### src/pfe_pkg.sv
// Package for the palette fade engine: types, constants and field helpers.
// No dependencies; pfe_div and the top level use it by scoped names.
package pfe_pkg;

    localparam int PALETTE_ENTRIES_DEF    = 256;
    localparam int EFFECT_SLOTS_DEF       = 4;
    localparam int ENTRIES_PER_RESULT_DEF = 4;
    localparam int SLOT_W   = 46;
    localparam int COLOR_W  = 18;
    localparam int COMP_W   = 6;
    localparam int FRAME_W  = 16;
    localparam int STEPS_W  = 10;
    localparam int CFG_IDX_W = 2;

    localparam logic [1:0] FADE_IN  = 2'd1;
    localparam logic [1:0] FADE_OUT = 2'd2;
    localparam logic       OP_WRITE = 1'b0;
    localparam logic       OP_FRAME = 1'b1;

    typedef enum logic [2:0] {
        ST_IDLE,
        ST_READ,
        ST_DIV,
        ST_STORE,
        ST_EMIT,
        ST_PASS
    } state_t;

    // Divider request/response travel as structs
    typedef struct packed {
        logic               start;
        logic signed [16:0] dividend;
        logic [9:0]         divisor;
    } div_req_t;

    typedef struct packed {
        logic               done;
        logic signed [16:0] quotient;
    } div_rsp_t;

    function automatic logic slot_enabled(input logic [SLOT_W-1:0] w);
        return (w[27:26] == FADE_IN || w[27:26] == FADE_OUT) && (w[25:16] != 10'd0);
    endfunction

endpackage

### src/pfe_div.sv
// Shared restoring divider, one quotient bit per cycle, truncates toward zero.
// Depends on pfe_pkg.
module pfe_div (
    input  logic              clk,
    input  logic              rst_n,
    input  pfe_pkg::div_req_t req,
    output pfe_pkg::div_rsp_t rsp
);
    logic [16:0] rem_reg, rem_next;
    logic [16:0] quo_reg, quo_next;
    logic [9:0]  den_reg, den_next;
    logic        neg_reg, neg_next;
    logic [4:0]  cnt_reg, cnt_next;
    logic        busy_reg, busy_next;
    logic        done_reg, done_next;
    logic [17:0] trial;
    logic [16:0] mag;

    assign mag   = req.dividend[16] ? 17'(-req.dividend) : 17'(req.dividend);
    assign trial = {rem_reg, quo_reg[16]} - {8'd0, den_reg};

    // Shift in one dividend bit per cycle
    always_comb
    begin
        rem_next  = rem_reg;
        quo_next  = quo_reg;
        den_next  = den_reg;
        neg_next  = neg_reg;
        cnt_next  = cnt_reg;
        busy_next = busy_reg;
        done_next = 1'b0;
        if (req.start)
        begin
            rem_next  = '0;
            quo_next  = mag;
            den_next  = req.divisor;
            neg_next  = req.dividend[16];
            cnt_next  = 5'd17;
            busy_next = 1'b1;
        end
        else if (busy_reg)
        begin
            if (!trial[17])
            begin
                rem_next = trial[16:0];
                quo_next = {quo_reg[15:0], 1'b1};
            end
            else
            begin
                rem_next = {rem_reg[15:0], quo_reg[16]};
                quo_next = {quo_reg[15:0], 1'b0};
            end
            cnt_next = cnt_reg - 5'd1;
            if (cnt_reg == 5'd1)
            begin
                busy_next = 1'b0;
                done_next = 1'b1;
            end
        end
    end

    always_ff @(posedge clk or negedge rst_n)
    begin
        if (!rst_n)
        begin
            busy_reg <= 1'b0;
            done_reg <= 1'b0;
            cnt_reg  <= '0;
        end
        else
        begin
            busy_reg <= busy_next;
            done_reg <= done_next;
            cnt_reg  <= cnt_next;
        end
    end

    always_ff @(posedge clk)
    begin
        rem_reg <= rem_next;
        quo_reg <= quo_next;
        den_reg <= den_next;
        neg_reg <= neg_next;
    end

    assign rsp.done     = done_reg;
    assign rsp.quotient = neg_reg ? -$signed(quo_reg) : $signed(quo_reg);
endmodule

### config.mk
export PLATFORM = sky130hd
export DESIGN_NAME = pfe_div
export DESIGN_NICKNAME = d
export VERILOG_FILES = /design/src/pfe_pkg.sv /design/src/pfe_div.sv
export SDC_FILE = /design/constraint.sdc
export NUM_CORES = 1
export LEC_CHECK = 0
export BUFFER_PORTS_ARGS = -buffer_cell sky130_fd_sc_hd__buf_2
export CAP_MARGIN = 30
export CELL_PAD_IN_SITES_DETAIL_PLACEMENT = 1
export CELL_PAD_IN_SITES_GLOBAL_PLACEMENT = 2
export CORE_ASPECT_RATIO = 2
export CORE_MARGIN = 2
export CORE_UTILIZATION = 32
export CTS_CLUSTER_SIZE = 20
export DETAILED_ROUTE_END_ITERATION = 8
export MAX_ROUTING_LAYER = met4
export PLACE_DENSITY = 0.81
export SKIP_LAST_GASP = 1
export SYNTH_ARGS = -nofsm -noshare
export SYNTH_HDL_FRONTEND = slang
export SYNTH_SLANG_ARGS = --single-unit
### constraint.sdc
create_clock -name clk -period 2.6 [get_ports clk]
set_input_delay 0.78 -clock clk [delete_from_list [all_inputs] [get_ports clk]]
set_output_delay 0.78 -clock clk [all_outputs]
set_load 0.05 [all_outputs]
; ---- After elaboration in Yosys (flattened, before gate mapping)
; Cells that the tools add are included.
[classes]
n_eq_ne = 1
n_reduce_logical = 1
muxes = 14
n_addsub = 4
[op_table]
columns = operator, n
row1 = $mux W17, 5
row2 = $neg A17 Y17, 2
row3 = $sub A18 B10 Y18, 1
row4 = $mux W5, 2
row5 = $mux W1, 7
row6 = $eq A5 B1 Y1 const B, 1
row7 = $sub A5 B1 Y5 const B, 1
row8 = $reduce_bool A2 Y1, 1
[word_totals]
inputBits = 30
out_inout_bits = 18
register_bits = 52

; ---- Depth between registers and ports, before layout
; Gate-level depths: netlist of the first run.
[logic_depth]
word_depth = 4
ltp_mapped = 10
ltp_nobuf = 10

; ---- Worst setup path before layout of the first run
; Ideal clock, no wire load.
[synth_timing]
path_kind = reg2out
startpoint = reg quo_reg[0]
endpoint = out rsp[14] in the netlist's numbering
t_required_ps = 1820
stages_incl_launch_ff = 9
path_buffers = 0
arrival_time_ps = 2356
path_slack_ps = -536
path_cell_list = edfxtp_1 -> inv_1 -> ha_1 -> nand2_1 -> or3_1 -> or2_2 -> or3_1 -> o31ai_1 -> xnor2_1
[synth_lines]
columns = element, line
row1 = start: declaration, pfe_div.sv:10  ; logic [16:0] quo_reg, quo_next;
row2 = start signal: assignment, pfe_div.sv:81  ; quo_reg <= quo_next;
row3 = end: declaration, pfe_div.sv:7  ; output pfe_pkg::div_rsp_t rsp

==> flow_metrics.env, run 1 <==
export IMPL_layout_setup_ws_ns=-0.857
export IMPL_antenna_left=0
export IMPL_fmax_mhz=289
export IMPL_critical_path_class="flip-flop to output pin"
export IMPL_grt_pass1_wl_microns=17100
export IMPL_first_pass_iters=5
export IMPL_place_area_sq_mm=0.00440
export IMPL_clockRootBuffer="clkbuf_16"
export IMPL_overflow=0
export IMPL_cts_sinks=52
export IMPL_p_leak_nw=2.13
export IMPL_synthCells=376
export IMPL_port_buffers=47
export IMPL_synth_seq_cells=52
export IMPL_final_cells=636
export IMPL_post_route_util_pct=48.6
export IMPL_drive_gt1_share_pct=42.3
export IMPL_syn_nets=421
export IMPL_violations="negative setup slack"
export IMPL_rows=53
export IMPL_r2r_cells=7
export IMPL_final_setup_skew_ns=0.00907
export IMPL_grt_max_degree=40
export IMPL_antenna_found_initial=0
export IMPL_worstPathArrival_ns=2.68
export IMPL_cts_hold_repair_buffers=0
export IMPL_wl_per_cell_microns=17.9
export IMPL_synth_edf_count=28
export IMPL_multi_input_area_sq_mm=0.00233
export IMPL_cts_tree="done"
export IMPL_layout_nets=543
export IMPL_status="finished, violations left"
export IMPL_avgSynthCellArea_sq_um=9.14
export IMPL_coreArea_sq_mm=0.0105
export IMPL_startpoint_type="flip-flop"
export IMPL_die_w_microns=77.3
export IMPL_clk_pin_slew_ns=0.08
export IMPL_design_area_sq_mm=0.00509
export IMPL_initialDrtViolationCount=69
export IMPL_hp_class="input pin to async pin"
export IMPL_wirelength_microns=11400
export IMPL_numCtsBuffers=5
export IMPL_power_mw=5.28
export IMPL_hold_viol_final=0
export IMPL_grt_pass1_vias=3557
export IMPL_setup_violations=20
export IMPL_synth_ff_type="edfxtp_1"
export IMPL_end_kind="output pin"
export IMPL_tightest_slew_ns=0.832
export IMPL_n_antenna_cell=0
export IMPL_cellPowerDensity_mw_per_mm2=1040
export IMPL_fillers=1228
export IMPL_async_flop_share_pct=13.5
export IMPL_insertion_delay_ns=0.30
export IMPL_period_share_pct=133
export IMPL_viasPerCell=5.25
export IMPL_max_slew_margin_rel_pct=44.5
export IMPL_synth_area_sq_mm=0.00344
export IMPL_path_max_fanout=2
export IMPL_synthToLayoutAreaGrowth_pct=48.0
export IMPL_required_ns=1.82
export IMPL_die_h_microns=151
export IMPL_vias=3337
export IMPL_ios=48
export IMPL_h_tree_depth=2
export IMPL_maxSlewViolCount=0
export IMPL_start_util_pct=32.8
export IMPL_yosys_warnings=0
export IMPL_ir_drop_mv=0.432
export IMPL_cap_violations=0
export IMPL_clock_path_buffers=2
export IMPL_ys_seq_area_share_pct=39.4
export IMPL_track_usage_pct=19.3
export IMPL_place_congestion=0.844
export IMPL_drc_errors=0
export IMPL_die_area_sq_mm=0.0116
export IMPL_synthDistinctLibCells=57
export IMPL_place_inst=603
export IMPL_hpwl_microns=7930
export IMPL_holdWs_ns=0.293
export IMPL_min_period_ns=3.46
export IMPL_regArea_sq_mm=0.00136
export IMPL_rsz0062_at_grt="true"
[cells in the final DEF, fill, tap and decap left out, types with 6 or more instances in the layout]
| master | n |
|---|---|
| o21ai_0 | 10 |
| nand2_1 | 27 |
| nand2b_1 | 6 |
| or3_4 | 8 |
| buf_2 | 34 |
| nand3_1 | 10 |
| xor2_1 | 16 |
| nor2_1 | 36 |
| nor3_1 | 7 |
| edfxtp_1 | 28 |
| a21oi_1 | 21 |
| dfxtp_1 | 16 |
| a311oi_1 | 7 |
| inv_1 | 18 |
| buf_4 | 84 |
| buf_6 | 16 |
| xnor2_1 | 21 |
| ha_1 | 12 |
| o31ai_1 | 6 |
| dfrtp_1 | 7 |
[metal layers]
| metal | wire length (microns) | global-route usage [%] | vias to the layer above |
|---|---|---|---|
| li1 | - | - | 1604 |
| met1 | 3780 | 16.0 | 1643 |
| met2 | 6930 | 39.8 | 62 |
| met3 | 196 | 1.92 | 28 |
| met4 | 463 | 10.8 | 0 |
| met5 | 0 | - | - |
[cell type report]
type,instances,share of cell area (%)
well taps,137,3.37
multi-input cells,284,45.8
repair buffers,135,19.7
clock buffers,5,2.46
clock inverters,3,0.541
inverters,20,1.48
flip-flops and latches,52,26.7
[final timing paths]
| path | start | to | slack [ns] |
|---|---|---|---|
| worst max register to register | rem_reg[13] | rem_reg[16] | -0.02 |
| worst min-delay path | rst_n | done_reg | 0.29 |
| worst min register to register | rem_reg[1] | rem_reg[1] | 0.52 |
| min in group clk | rem_reg[1] | rem_reg[1] | 0.52 |
| worst max-delay path | quo_reg[1] | rsp[1] | -0.86 |
| max in group asynchronous | rst_n | busy_reg | 2.15 |
[where the power goes]
part,total [mW],internal [mW],switching (mW)
Clock,0.711,0.367,0.344
Combinational,3.21,1.50,1.71
Sequential,1.35,1.12,0.233
Total,5.28,2.99,2.29
[cell usage after synthesis, types with 10 or more instances]
library cell	n	area, sq um
nor2_1	37	139
nand2_1	31	116
xnor2_1	29	254
edfxtp_1	28	841
a21oi_1	23	115
inv_1	20	75.1
dfxtp_1	17	340
o21ai_0	17	85.1
clkbuf_1	16	60.1
xor2_1	16	140
ha_1	14	175
o31ai_1	12	90.1
or3_1	11	68.8
nand3_1	10	50.1
[kinds of logic (layout without fill, tap and decap cells)]
group / count (synthesis) / after routing / synth area share, %
simple gates: 131 / 131 / 19.8
compound gates: 86 / 86 / 16.7
flops: 52 / 52 / 39.4
xor+xnor: 45 / 45 / 11.5
buf+inv: 40 / 163 / 4.62
fa+ha+maj: 15 / 15 / 5.68
mux: 7 / 7 / 2.22
[what timing repair did]
| item | in CTS | in global routing |
|---|---|---|
| pin swaps | 20 | 22 |
| setup buffers | 17 | 8 |
| cloned | 1 | 0 |
| resized for setup | 51 | 34 |
| setup endpoints to repair | 29 | 34 |
| endpoints found under the hold margin | 0 | 0 |
[critical path: stages (launching register included)]
cell	delay [ns]
edfxtp_1	0.38
inv_2	0.07
buf_4	0.13
buf_4	0.11
buf_4	0.12
buf_4	0.13
buf_4	0.12
buf_4	0.12
buf_4	0.12
buf_4	0.13
buf_4	0.12
buf_4	0.13
buf_4	0.13
buf_4	0.13
o21ai_1	0.20
buf_4	0.24
[stage by stage]
step	setup WS [ns]	TNS [ns]
global placement	-0.551	-4.71
global route	-0.934	-8.94
finish	-0.857	-7.52
floorplan	-0.344	-1.60
CTS	-0.798	-6.66
detailed placement	-0.637	-6.05
Power figures use the tool's default switching activity.
==> run 2, diff against run 1 <==
--- a/config.mk
+++ b/config.mk
@@ -11,11 +11,11 @@
 export CELL_PAD_IN_SITES_GLOBAL_PLACEMENT = 2
 export CORE_ASPECT_RATIO = 2
 export CORE_MARGIN = 2
-export CORE_UTILIZATION = 32
+export CORE_UTILIZATION = 38
 export CTS_CLUSTER_SIZE = 20
 export DETAILED_ROUTE_END_ITERATION = 8
 export MAX_ROUTING_LAYER = met4
-export PLACE_DENSITY = 0.81
+export PLACE_DENSITY = 0.9
 export SKIP_LAST_GASP = 1
 export SYNTH_ARGS = -nofsm -noshare
 export SYNTH_HDL_FRONTEND = slang
==> constraint.sdc (replaced) <==
create_clock -name clk -period 4 [get_ports clk]
set_input_delay 1.2 -clock clk [delete_from_list [all_inputs] [get_ports clk]]
set_output_delay 1.2 -clock clk [all_outputs]
set_load 0.05 [all_outputs]
==> flow_metrics.env, run 2 (synthesis gave the netlist of run 1 again) <==
export IMPL_cellPowerDensity_mw_per_mm2=705
export IMPL_n_antenna_cell=0
export IMPL_post_route_util_pct=44.3
export IMPL_synthToLayoutAreaGrowth_pct=14.5
export IMPL_p_leak_nw=1.59
export IMPL_clk_pin_slew_ns=0.07
export IMPL_place_worst_setup_slack_ns=0.350
export IMPL_slowest_stage="edfxtp_1"
export IMPL_layout_setup_ws_ns=0.132
export IMPL_end_kind="output pin"
export IMPL_layout_nets=460
export IMPL_grt_pass1_vias=3045
export IMPL_grt_max_degree=64
export IMPL_critical_path_class="flip-flop to output pin"
export IMPL_max_stage_delay_ns=0.45
export IMPL_ir_drop_mv=0.350
export IMPL_place_congestion=0.860
export IMPL_p_sw_mw=1.22
export IMPL_final_cell_mix="45 x buf_2, 37 x nor2_1, 31 x nand2_1"
export IMPL_drive_gt1_share_pct=19.2
export IMPL_hp_class="flip-flop to flip-flop"
export IMPL_numCtsBuffers=5
export IMPL_crit_family="simple AND/OR/NAND/NOR gates"
export IMPL_initialDrtViolationCount=84
export IMPL_clockRootBuffer="clkbuf_16"
export IMPL_rows=49
export IMPL_maxSlewViolCount=0
export IMPL_coreArea_sq_mm=0.00889
export IMPL_ios=48
export IMPL_fmax_mhz=259
export IMPL_regArea_sq_mm=0.00136
export IMPL_post_cts_resized=0
export IMPL_final_common_cell="buf_2"
export IMPL_path_cells="inv_1 > ha_1 > nand2_1 > or3_1 > or2_2 > or3_4 > o31ai_2 > xnor2_1 > buf_4"
export IMPL_cts_sinks=52
export IMPL_h_tree_depth=2
export IMPL_period_share_pct=96.7
export IMPL_final_setup_skew_ns=0.00407
export IMPL_cts_hold_repair_buffers=0
export IMPL_first_pass_iters=4
export IMPL_port_buffers=47
export IMPL_cap_violations=0
export IMPL_grt_use_met2_pct=36.1
export IMPL_drc_errors=0
export IMPL_antenna_left=0
export IMPL_track_usage_pct=19.3
export IMPL_clock_path_buffers=2
export IMPL_setup_violations=0
export IMPL_vias=2947
export IMPL_die_w_microns=71.3
export IMPL_met3_usage_pct=3.13
export IMPL_die_area_sq_mm=0.00987
export IMPL_top_usage_layer="met2"
export IMPL_path_max_fanout=5
export IMPL_fillers=1060
export IMPL_cts_tree="done"
export IMPL_overflow=0
export IMPL_tightest_slew_ns=0.737
export IMPL_max_slew_margin_rel_pct=50.8
export IMPL_met1_usage_pct=17.7
export IMPL_required_ns=2.80
export IMPL_antenna_found_initial=0
export IMPL_seqPwrFrac_pct=32.4
export IMPL_die_h_microns=139
export IMPL_multi_input_area_sq_mm=0.00194
export IMPL_insertion_delay_ns=0.29
export IMPL_wirelength_microns=9060
export IMPL_grt_pass1_wl_microns=14600
export IMPL_internal_power_mw=1.56
export IMPL_startpoint_type="flip-flop"
export IMPL_min_period_ns=3.87
export IMPL_clkPwrFrac_pct=16.1
export IMPL_p_sw_share_pct=43.8
export IMPL_hpwl_microns=6920
export IMPL_worstPathArrival_ns=2.67
export IMPL_start_util_pct=38.7
export IMPL_power_frac_comb_pct=51.5
export IMPL_status="finished clean"
export IMPL_wl_per_cell_microns=17.5
export IMPL_post_cts_setup_buffers=0
export IMPL_cp_buffers_inverters=2
export IMPL_hold_viol_final=0
export IMPL_viasPerCell=5.69
==> run 2: power by group through the flow <==
stage	clock, mW	combinational (mW)	sequential, mW
after floorplan	0	1.15	0.839
after global placement	0	1.38	0.903
after detailed placement	0	1.43	0.911
after CTS	0.460	1.44	0.900
after global routing	0.480	1.58	0.924
final	0.447	1.43	0.900
==> run 2: worst paths after layout <==
path,end,depth (start not counted),slack [ns],start
worst min-delay path,rem_reg[6],2,0.51,rem_reg[6]
max in group asynchronous,busy_reg,1,3.13,rst_n
worst max register to register,rem_reg[0],9,0.63,den_reg[1]
min in group asynchronous,cnt_reg[0],1,0.72,rst_n
worst min register to register,rem_reg[6],2,0.51,rem_reg[6]
worst max-delay path,rsp[14],9,0.13,quo_reg[0]
==> run 2: through the flow <==
| stage | power, mW | setup TNS (ns) | hold WS, ns | instance area (sq um) | std cells |
|---|---|---|---|---|---|
| final | 2.78 | 0 | 0.513 | 3940 | 518 |
| after global routing | 2.98 | -0.0106 | 0.530 | 3940 | 518 |
| after CTS | 2.80 | 0 | 0.515 | 3920 | 518 |
| after detailed placement | 2.34 | 0 | 0.507 | 3770 | 510 |
| after global placement | 2.28 | 0 | 0.492 | 3770 | 510 |
| after floorplan | 1.99 | 0 | 0.447 | 3440 | 376 |
==> run 2: metal layers <==
layer | share of wire, % | wire [microns]
met1 | 36 | 3220
met2 | 57 | 5190
met4 | 4.5 | 409
met3 | 2.7 | 249
met5 | 0 | 0
==> run 2: final cells by class <==
type                    count  share of cell area [%]
multi-input cells         284                    49.2
flip-flops and latches     52                    34.4
clock inverters             1                   0.191
inverters                  20                    1.91
clock buffers               7                    3.62
repair buffers             52                    7.37
well taps                 102                    3.24
==> run 2: tightest hold or removal path: cells and delay by family, from the launching register on <==
kind	cells	cell delay, ns
flops	1	0.33
simple gates	1	0.09
compound gates	1	0.05
==> run 3, diff against run 2 <==
--- a/config.mk
+++ b/config.mk
@@ -12,6 +12,7 @@
 export CORE_ASPECT_RATIO = 2
 export CORE_MARGIN = 2
 export CORE_UTILIZATION = 38
+export CTS_BUF_LIST = sky130_fd_sc_hd__clkbuf_16
 export CTS_CLUSTER_SIZE = 20
 export DETAILED_ROUTE_END_ITERATION = 8
 export MAX_ROUTING_LAYER = met4
==> flow_metrics.env, run 3 (synthesis gave the netlist of run 1 again) <==
export IMPL_hold_viol_final=0
export IMPL_cellPowerDensity_mw_per_mm2=702
export IMPL_path_max_fanout=5
export IMPL_insertion_delay_ns=0.29
export IMPL_maxSlewViolCount=0
export IMPL_slowest_stage="edfxtp_1"
export IMPL_antenna_found_initial=0
export IMPL_required_ns=2.80
export IMPL_startpoint_type="flip-flop"
export IMPL_layout_nets=460
export IMPL_cts_sinks=52
export IMPL_drt_met1_wl_microns=3230
export IMPL_rows=49
export IMPL_fmax_mhz=259
export IMPL_h_tree_depth=2
export IMPL_reg2reg_setup_slack_ns=0.64
export IMPL_grt_pass1_wl_microns=14600
export IMPL_r2r_cells=9
export IMPL_synthToLayoutAreaGrowth_pct=14.2
export IMPL_clockRootBuffer="clkbuf_16"
export IMPL_clock_path_buffers=2
export IMPL_grt_max_degree=64
export IMPL_top_layer="met4"
export IMPL_max_stage_delay_ns=0.45
export IMPL_cp_buffers_inverters=2
export IMPL_post_cts_resized=0
export IMPL_place_congestion=0.860
export IMPL_tightest_slew_ns=0.731
export IMPL_p_leak_nw=1.59
export IMPL_period_share_pct=96.7
export IMPL_wl_per_cell_microns=17.5
export IMPL_die_w_microns=71.3
export IMPL_setup_violations=0
export IMPL_cts_tree="done"
export IMPL_fillers=1061
export IMPL_vias=2951
export IMPL_ir_drop_mv=0.351
export IMPL_crit_family="simple AND/OR/NAND/NOR gates"
export IMPL_die_area_sq_mm=0.00987
export IMPL_ios=48
export IMPL_initialDrtViolationCount=85
export IMPL_hpwl_microns=6920
export IMPL_grt_pass1_vias=3042
export IMPL_die_h_microns=139
export IMPL_n_antenna_cell=0
export IMPL_clk_pin_slew_ns=0.07
export IMPL_status="finished clean"
export IMPL_hold_depth=2
export IMPL_drc_errors=0
export IMPL_cts_hold_repair_buffers=0
export IMPL_critical_path_class="flip-flop to output pin"
export IMPL_overflow=0
export IMPL_post_route_util_pct=44.2
export IMPL_drive_gt1_share_pct=19.0
export IMPL_regArea_sq_mm=0.00136
export IMPL_port_buffers=47
export IMPL_final_common_cell="buf_2"
export IMPL_wirelength_microns=9070
export IMPL_post_cts_setup_buffers=0
export IMPL_dr_wl_met3_microns=245
export IMPL_wl_met2_microns=5190
export IMPL_fin_tns_setup_ns=0
export IMPL_final_cell_mix="45 x buf_2, 37 x nor2_1, 31 x nand2_1"
export IMPL_min_period_ns=3.87
export IMPL_viasPerCell=5.70
export IMPL_cp_num_cells=9
export IMPL_coreArea_sq_mm=0.00889
export IMPL_start_util_pct=38.7
export IMPL_path_cells="inv_1 > ha_1 > nand2_1 > or3_1 > or2_2 > or3_4 > o31ai_2 > xnor2_1 > buf_4"
export IMPL_end_kind="output pin"
export IMPL_multi_input_area_sq_mm=0.00194
export IMPL_first_pass_iters=4
export IMPL_track_usage_pct=19.3
export IMPL_final_setup_skew_ns=0.00432
export IMPL_hp_class="flip-flop to flip-flop"
export IMPL_max_slew_margin_rel_pct=51.2
export IMPL_cap_violations=0
export IMPL_worstPathArrival_ns=2.67
export IMPL_numCtsBuffers=5
export IMPL_antenna_left=0
## run 3: cell count changes in the layout (fill, tap and decap cells not counted), sizes merged
| cell | delta |
|---|---|
| inv | +1 |
| clkbuf | -2 |
| clkinv | +1 |
## run 3: area by class of cell
cell class	instances	share of cell area, %
multi-input combinational	284	49.3
clock inverter	3	0.382
sequential	52	34.5
timing repair buffer	52	7.39
inverter	20	1.91
tap	102	3.25
clock buffer	5	3.19
## run 3: final timing paths
| check | startpoint | end |
|---|---|---|
| max | quo_reg[0] | rsp[14] |
| min | rem_reg[6] | rem_reg[6] |
| max reg2reg | den_reg[1] | rem_reg[0] |
| min reg2reg | rem_reg[6] | rem_reg[6] |
| max in group asynchronous | rst_n | busy_reg |
| min in group asynchronous | rst_n | cnt_reg[0] |
## run 3: worst min-delay path: stages (launching register included)
cell      delay [ns]
dfxtp_1         0.33
nor2_1          0.09
a311oi_1        0.05
## run 3: per-layer routing
| layer | vias to the layer above | global-route usage (%) |
|---|---|---|
| li1 | 1429 | - |
| met1 | 1438 | 17.8 |
| met2 | 61 | 36.0 |
| met3 | 23 | 3.13 |
| met4 | 0 | 10.5 |
| met5 | - | - |
## run 3: per-stage QoR
stage	std cells	hold WS, ns	cell area (sq um)	power (mW)	worst slack, ns
floorplan	376	0.447	3440	1.99	0.444
global placement	510	0.492	3770	2.28	0.343
detailed placement	510	0.507	3770	2.34	0.350
CTS	518	0.515	3910	2.78	0.0462
global route	518	0.530	3930	2.96	-0.0108
finish	518	0.515	3930	2.76	0.132
## run 3: report_power, final
| group | total [mW] | leakage (nW) | switching (mW) | internal [mW] |
|---|---|---|---|---|
| clock network | 0.426 | 0.0687 | 0.198 | 0.228 |
| logic | 1.43 | 1.01 | 0.846 | 0.583 |
| registers | 0.900 | 0.507 | 0.173 | 0.728 |
